[src/hw/rtl/mqpd_ram.sv]
// Generic simple dual-port RAM: one write port, one read port with
// registered read data. No dependencies.
`timescale 1ns / 1ps

module mqpd_ram #(
  parameter int WIDTH = 8,
  parameter int DEPTH = 16
) (
  input  logic                                   clk,
  input  logic                                   we,
  input  logic [(DEPTH > 1 ? $clog2(DEPTH) : 1)-1:0] waddr,
  input  logic [WIDTH-1:0]                       wdata,
  input  logic                                   re,
  input  logic [(DEPTH > 1 ? $clog2(DEPTH) : 1)-1:0] raddr,
  output logic [WIDTH-1:0]                       rdata
);

  logic [WIDTH-1:0] mem [DEPTH];

  always_ff @(posedge clk) begin
    if (we) begin
      mem[waddr] <= wdata;
    end
    if (re) begin
      rdata <= mem[raddr];
    end
  end

endmodule
[config.mk]
export PLATFORM = sky130hd
export DESIGN_NAME = mqpd_ram
export DESIGN_NICKNAME = d
export VERILOG_FILES = /design/src/hw/rtl/mqpd_ram.sv
export SDC_FILE = /design/constraint.sdc
export NUM_CORES = 1
export LEC_CHECK = 0
export ABC_AREA = 1
export BUFFER_PORTS_ARGS = -buffer_cell sky130_fd_sc_hd__buf_2
export CORE_AREA = 8 8 101 121
export CTS_CLUSTER_SIZE = 14
export DETAILED_ROUTE_END_ITERATION = 8
export DIE_AREA = 0 0 109 129
export PLACE_DENSITY = 0.76
export REMOVE_ABC_BUFFERS = 1
export SYNTH_ARGS = -nofsm -noshare
export SYNTH_HDL_FRONTEND = slang
export SYNTH_SLANG_ARGS = --single-unit
export TNS_END_PERCENT = 20
[constraint.sdc]
create_clock -name clk -period 1.3 [get_ports clk]
set_clock_uncertainty 0.15 [all_clocks]
set_input_delay 0.065 -clock clk [delete_from_list [all_inputs] [get_ports clk]]
set_output_delay 0.065 -clock clk [all_outputs]
set_load 0.05 [all_outputs]
==> impl_metrics.csv, run 1 <==
group,metric,value,unit
setup_path,crit_required,1330,ps
global_route,antenna_found_initial,0,
synth,yosysSeqAreaShare,0.6985,
global_route,grt_pass1_vias,3988,
synth,synth_top_area_share,0.6985,
global_route,grt_max_degree,41,
power_and_ir_drop,ir_drop,0.001179,V
timing,drv_slew,0,
clock_tree,cts_tree,"done",
power_and_ir_drop,leakage,3.063,nW
timing,slew_headroom,0.6036,
finish,finalNetCount,629,
placed_design,dp_hpwl,8333,um
outcome,status,"completed",
timing,worst_slew_pin_slew,593.7,ps
clock_tree,cts_buffer_depth,2,
setup_path,cp-start-kind,"flip-flop",
timing,setup_viol_count_final,0,
timing,fmax,775.6,MHz
clock_tree,path_clk_slew,60,ps
timing,rsz0062_at_grt,"yes",
global_route,grt-ovfl-total,0,
timing,period_share,0.9918,
setup_path,r2r_start,"mem[10][6]$_DFFE_PP_",
die,dieArea,14060,um^2
die,chipHeight,129,um
job,drv_cap,0,
global_route,grt_util_all_layers,0.1996,
setup_path,cp-end-kind,"flip-flop",
synth,ys_types,11,
finish,diodes,0,
route,wl,13060,um
hold_path,hold_path_depth,4,
setup_path,reg2reg_to,"rdata[6]$_DFFE_PP_",
hold_path,hold_start,"raddr[3]",
placed_design,place_ws,-114.7,ps
synth,synthCells,551,
synth,synth-seq-cells,136,
setup_path,rr_worst_depth,6,
placed_design,portBuffers,26,
route,first_pass_iters,5,
finish,drive_above_1_share,0.1511,
timing,period_needed,1289,ps
synth,yosysWarnings,0,
route,dr.first_iter.drc_count,421,
synth,synthFlopType,"edfxtp_1",
finish,instances_no_fill,751,
timing,hold_viol_final,0,
die,io_pins,27,
setup_path,critical_path_arrival,1310,ps
synth,async_reset_ff_frac,0,
synth,syn_area,5847,um^2
synth,synth_edf_count,136,
route,drc,0,
route,final_antenna_net_count,0,
synth,ys_top_cells_by_count,"nand2_1 (173), edfxtp_1 (136), inv_1 (100), nand3_1 (97), nor2_1 (17)",
setup_path,timing.reg2reg.setup_slack,10,ps
hold_path,min_to,"rdata[6]$_DFFE_PP_",
clock_tree,htreeDepth,4,
clock_tree,cts-root-buf,"clkbuf_16",
setup_path,path_class,"flip-flop to flip-flop",
synth,synth_area_leaders,"edfxtp_1 (70%), nand2_1 (11%), nand3_1 (8.3%)",
synth,syn_avg_cell_area,10.61,um^2
placed_design,dp.cells,710,
synth,yosysMostFrequentCell,"nand2_1",
route,wire_per_inst,17.39,um
clock_tree,cts.sinks,136,
die,start_util,0.5670,
setup_path,crit_fanout,1,
die,die_x,109,um
route,vias,3983,
die,rows,41,
clock_tree,cts_buffers,17,
route,viasPerCell,5.304,
clock_tree,clk-insertion-delay-late,420,ps
hold_path,hold_class,"input pin to flip-flop",
global_route,grt_pass1_wl,20640,um
placed_design,place_congestion,0.8983,
die,coreArea,10310,um^2
power_and_ir_drop,power_density,1560,nW/um^2
timing,layout_setup_ws,10.63,ps
finish,area_growth,20.29,%
synth,yosys.area.top_type,"edfxtp_1",
-- cell usage in the layout (no fill, tap or decap), drive strengths merged --
master,n
buf,52
bufinv,6
clkbuf,19
clkinv,6
clkinvlp,2
dlygate4sd3,10
edfxtp,136
inv,102
nand2,173
nand3,97
nand3b,2
nor2,17
-- power breakdown --
group,switching (mW),internal (mW)
clock,1.72,3.56
sequential,0.0334,4.94
combinational,0.493,0.223
total,2.24,8.73
-- sequential cells by signal, summed over array words and instances (netlist names) --
signal and cells:
mem 128, rdata 8
-- cell type report --
class	count	area, um^2
inverter	102	382.9
tap	129	161.4
clock buffer	17	425.4
sequential	136	4084
clock inverter	14	230.2
fill	726	3278
multi-input combinational	289	1264
timing repair buffer	64	485.5
-- worst max path at each step --
stage / startpoint / end / slack, ps / cells past startpoint
after global placement: raddr[1] / rdata[6]$_DFFE_PP_ / -50 / 6
after CTS: rdata[0]$_DFFE_PP_ / rdata[0] / 2 / 1
after global routing: mem[10][6]$_DFFE_PP_ / rdata[6]$_DFFE_PP_ / -20 / 6
final: mem[10][6]$_DFFE_PP_ / rdata[6]$_DFFE_PP_ / 10 / 6
after floorplan: raddr[0] / rdata[2]$_DFFE_PP_ / -40 / 6
after detailed placement: raddr[1] / rdata[6]$_DFFE_PP_ / -110 / 6
-- cell families (layout without fill, tap and decap cells) --
kind of cell,Yosys count,after routing,synth area share
flops,136,136,0.6985
simple gates,289,289,0.2076
buf+inv,126,197,0.09394
-- repair_timing --
item,4_1_cts,5_1_grt
setup buffers,0,0
hold buffers,10,0
pin swaps,0,2
gates cloned,0,0
hold endpoints to repair,137,0
gates resized for setup,3,15
setup endpoints to repair,3,10
-- critical path, stage by stage (launching register included) --
cell and delay [ps]:
edfxtp_1 440, nand2_1 100, nand2_1 70, nand2_2 90, nand3_4 90, nand3_2 70, nand2_1 40
-- metal layers --
| metal | up-vias | track usage | wire length [um] |
|---|---|---|---|
| li1 | 1901 | - | - |
| met1 | 1883 | 0.2251 | 4948 |
| met2 | 166 | 0.3464 | 6804 |
| met3 | 33 | 0.03952 | 896 |
| met4 | 0 | 0.1057 | 413 |
| met5 | - | 0 | 0 |
-- per-stage QoR --
stage	hold slack, ps	utilization	area [um^2]	power (mW)	setup TNS [ps]
final	37.16	0.6821	7033	10.97	0
after global routing	55.70	0.6821	7033	11.26	-26.04
after CTS	26.89	0.6763	6973	11.01	0
after detailed placement	287.5	0.6020	6207	5.723	-624.2
after global placement	291.4	0.6020	6207	5.702	-224.5
after floorplan	13.87	-	5680	5.394	-228.7
No activity file was read; power rests on OpenSTA's default activity.
==> run 2: changes to the inputs <==
- clock period: 1.3 -> 1.6 ns (I/O delays scaled with it)
==> run 2 against run 1 <==
Compared with the run above: sequential cell count stayed put; first-iteration DRC count rose by 2.6%; critical path depth did not move; utilization shrank 1.7 points; sequential power down 19%; largest cell class unchanged; highest routed layer unchanged.
==> impl_metrics.csv, run 2 (same netlist as run 1, synthesis figures left out) <==
group,metric,value,unit
setup_path,timing.reg2reg.setup_slack,300,ps
finish,diodes,0,
route,first_pass_iters,6,
setup_path,rr_worst_depth,6,
finish,mostFrequentLayoutCells,"nand2_1 (173), edfxtp_1 (136), inv_1 (100), nand3_1 (97), buf_2 (26)",
hold_path,min_to,"rdata[3]$_DFFE_PP_",
placed_design,portBuffers,26,
timing,period_needed,1305,ps
power_and_ir_drop,seqPwrFrac,0.484,
finish,reg.largest.list,"mem: 128 flops, rdata: 8 flops",
setup_path,reg2reg_to,"rdata[0]$_DFFE_PP_",
outcome,status,"completed",
timing,worst_slew_pin_slew,618.6,ps
timing,timing.hold.ws,27.51,ps
power_and_ir_drop,switching_share,0.2113,
clock_tree,cts_tree,"done",
route,drc,0,
power_and_ir_drop,comb_power_share,0.068,
setup_path,critical_path_arrival,1310,ps
finish,finalInstanceArea,6863,um^2
power_and_ir_drop,ir_drop,0.0009274,V
power_and_ir_drop,p_switching,1.763,mW
global_route,grt_pass1_vias,3926,
global_route,grt_max_degree,65,
route,wire_per_inst,17.39,um
finish,largest_reg_flops,128,
clock_tree,clk-insertion-delay-late,410,ps
clock_tree,cts_buffer_depth,2,
global_route,grt-ovfl-total,0,
setup_path,cp-end-kind,"flip-flop",
timing,fin_setup_tns,0,ps
placed_design,dp_hpwl,8014,um
timing,drv_slew,0,
clock_tree,post_cts_buffers,0,
die,dieArea,14060,um^2
route,final_antenna_net_count,0,
die,io_pins,27,
placed_design,dpl_cell_area,6207,um^2
power_and_ir_drop,internal_power,6.581,mW
setup_path,crit_required,1610,ps
timing,hold_viol_final,0,
setup_path,r2r_start,"mem[5][0]$_DFFE_PP_",
power_and_ir_drop,power_density,1216,nW/um^2
clock_tree,path_clk_slew,60,ps
global_route,grt_pass1_wl,20090,um
global_route,grt_util_all_layers,0.1940,
finish,area_growth,17.38,%
finish,drive_above_1_share,0.1234,
finish,finalNetCount,623,
clock_tree,htreeDepth,4,
die,start_util,0.5670,
die,die_x,109,um
clock_tree,cts_buffers,17,
finish,top_register,"mem",
route,viasPerCell,5.368,
timing,fmax,766.5,MHz
route,dr.first_iter.drc_count,432,
power_and_ir_drop,leakage,2.988,nW
setup_path,cp-start-kind,"flip-flop",
route,wl,12960,um
hold_path,hold_path_depth,3,
job,drv_cap,0,
global_route,antenna_found_initial,0,
die,chipHeight,129,um
clock_tree,cts_hold_buf,9,
timing,rsz0062_at_grt,"no",
setup_path,path_class,"flip-flop to flip-flop",
hold_path,hold_start,"raddr[3]",
die,coreArea,10310,um^2
die,rows,41,
placed_design,place_congestion,0.8401,
clock_tree,cts.sinks,136,
clock_tree,cts-root-buf,"clkbuf_16",
route,vias,3999,
clock_tree,cts_resized,0,
timing,slew_headroom,0.5870,
timing,setup_viol_count_final,0,
power_and_ir_drop,clkPwrFrac,0.448,
setup_path,crit_fanout,1,
timing,period_share,0.8154,
finish,layout_commonest_cell,"nand2_1",
hold_path,hold_class,"input pin to flip-flop",
run 2: cell types whose count changed in the layout (fill, tap and decap cells not counted), sizes merged:
| cell | change |
|---|---|
| buf | -3 |
| bufinv | -3 |
| clkinv | +3 |
| clkbuf | -1 |
| clkinvlp | -1 |
| dlygate4sd3 | -1 |
run 2: power groups by stage:
stage | sequential [mW] | combinational (mW) | clock, mW
global placement | 4.11 | 0.526 | 0
CTS | 4.04 | 0.563 | 3.76
finish | 4.04 | 0.564 | 3.74
floorplan | 4.17 | 0.215 | 0
global route | 4.04 | 0.614 | 3.90
detailed placement | 4.11 | 0.538 | 0
run 2: cell type report:
class,count,area [um^2]
multi-input combinational,289,1214
clock inverter,13,136.4
clock buffer,18,429.2
fill,714,3448
sequential,136,4084
timing repair buffer,58,455.4
inverter,102,382.9
tap,129,161.4
run 2: metal layers:
layer / track usage / wire, um / up-vias
li1: - / - / 1889
met1: 0.2128 / 4847 / 1874
met3: 0.05903 / 990 / 33
met5: 0 / 0 / -
met4: 0.08555 / 306 / 0
met2: 0.3364 / 6814 / 203
run 2: worst max-delay path by stage:
stage | slack, ps | from | to | cells past startpoint
floorplan | 250 | raddr[0] | rdata[2]$_DFFE_PP_ | 6
CTS | 270 | rdata[4]$_DFFE_PP_ | rdata[4] | 1
global route | 220 | mem[7][3]$_DFFE_PP_ | rdata[3]$_DFFE_PP_ | 6
global placement | 200 | raddr[1] | rdata[0]$_DFFE_PP_ | 6
detailed placement | 160 | raddr[0] | rdata[3]$_DFFE_PP_ | 7
finish | 300 | mem[5][0]$_DFFE_PP_ | rdata[0]$_DFFE_PP_ | 6
run 2: worst max-delay path, stage by stage (launching register included):
cell      delay [ps]
edfxtp_1         360
inv_1             60
nand2_1           50
nand3_1          100
nand3_1          100
nand3_1          140
nand2_1           90
run 2: stage by stage:
step	power [mW]	std cells	utilization	setup slack, ps
floorplan	4.382	527	-	249.4
global placement	4.634	705	0.6020	196.1
detailed placement	4.650	705	0.6020	159.0
CTS	8.366	745	0.6656	266.3
global route	8.559	745	0.6656	219.0
finish	8.343	745	0.6656	295.4
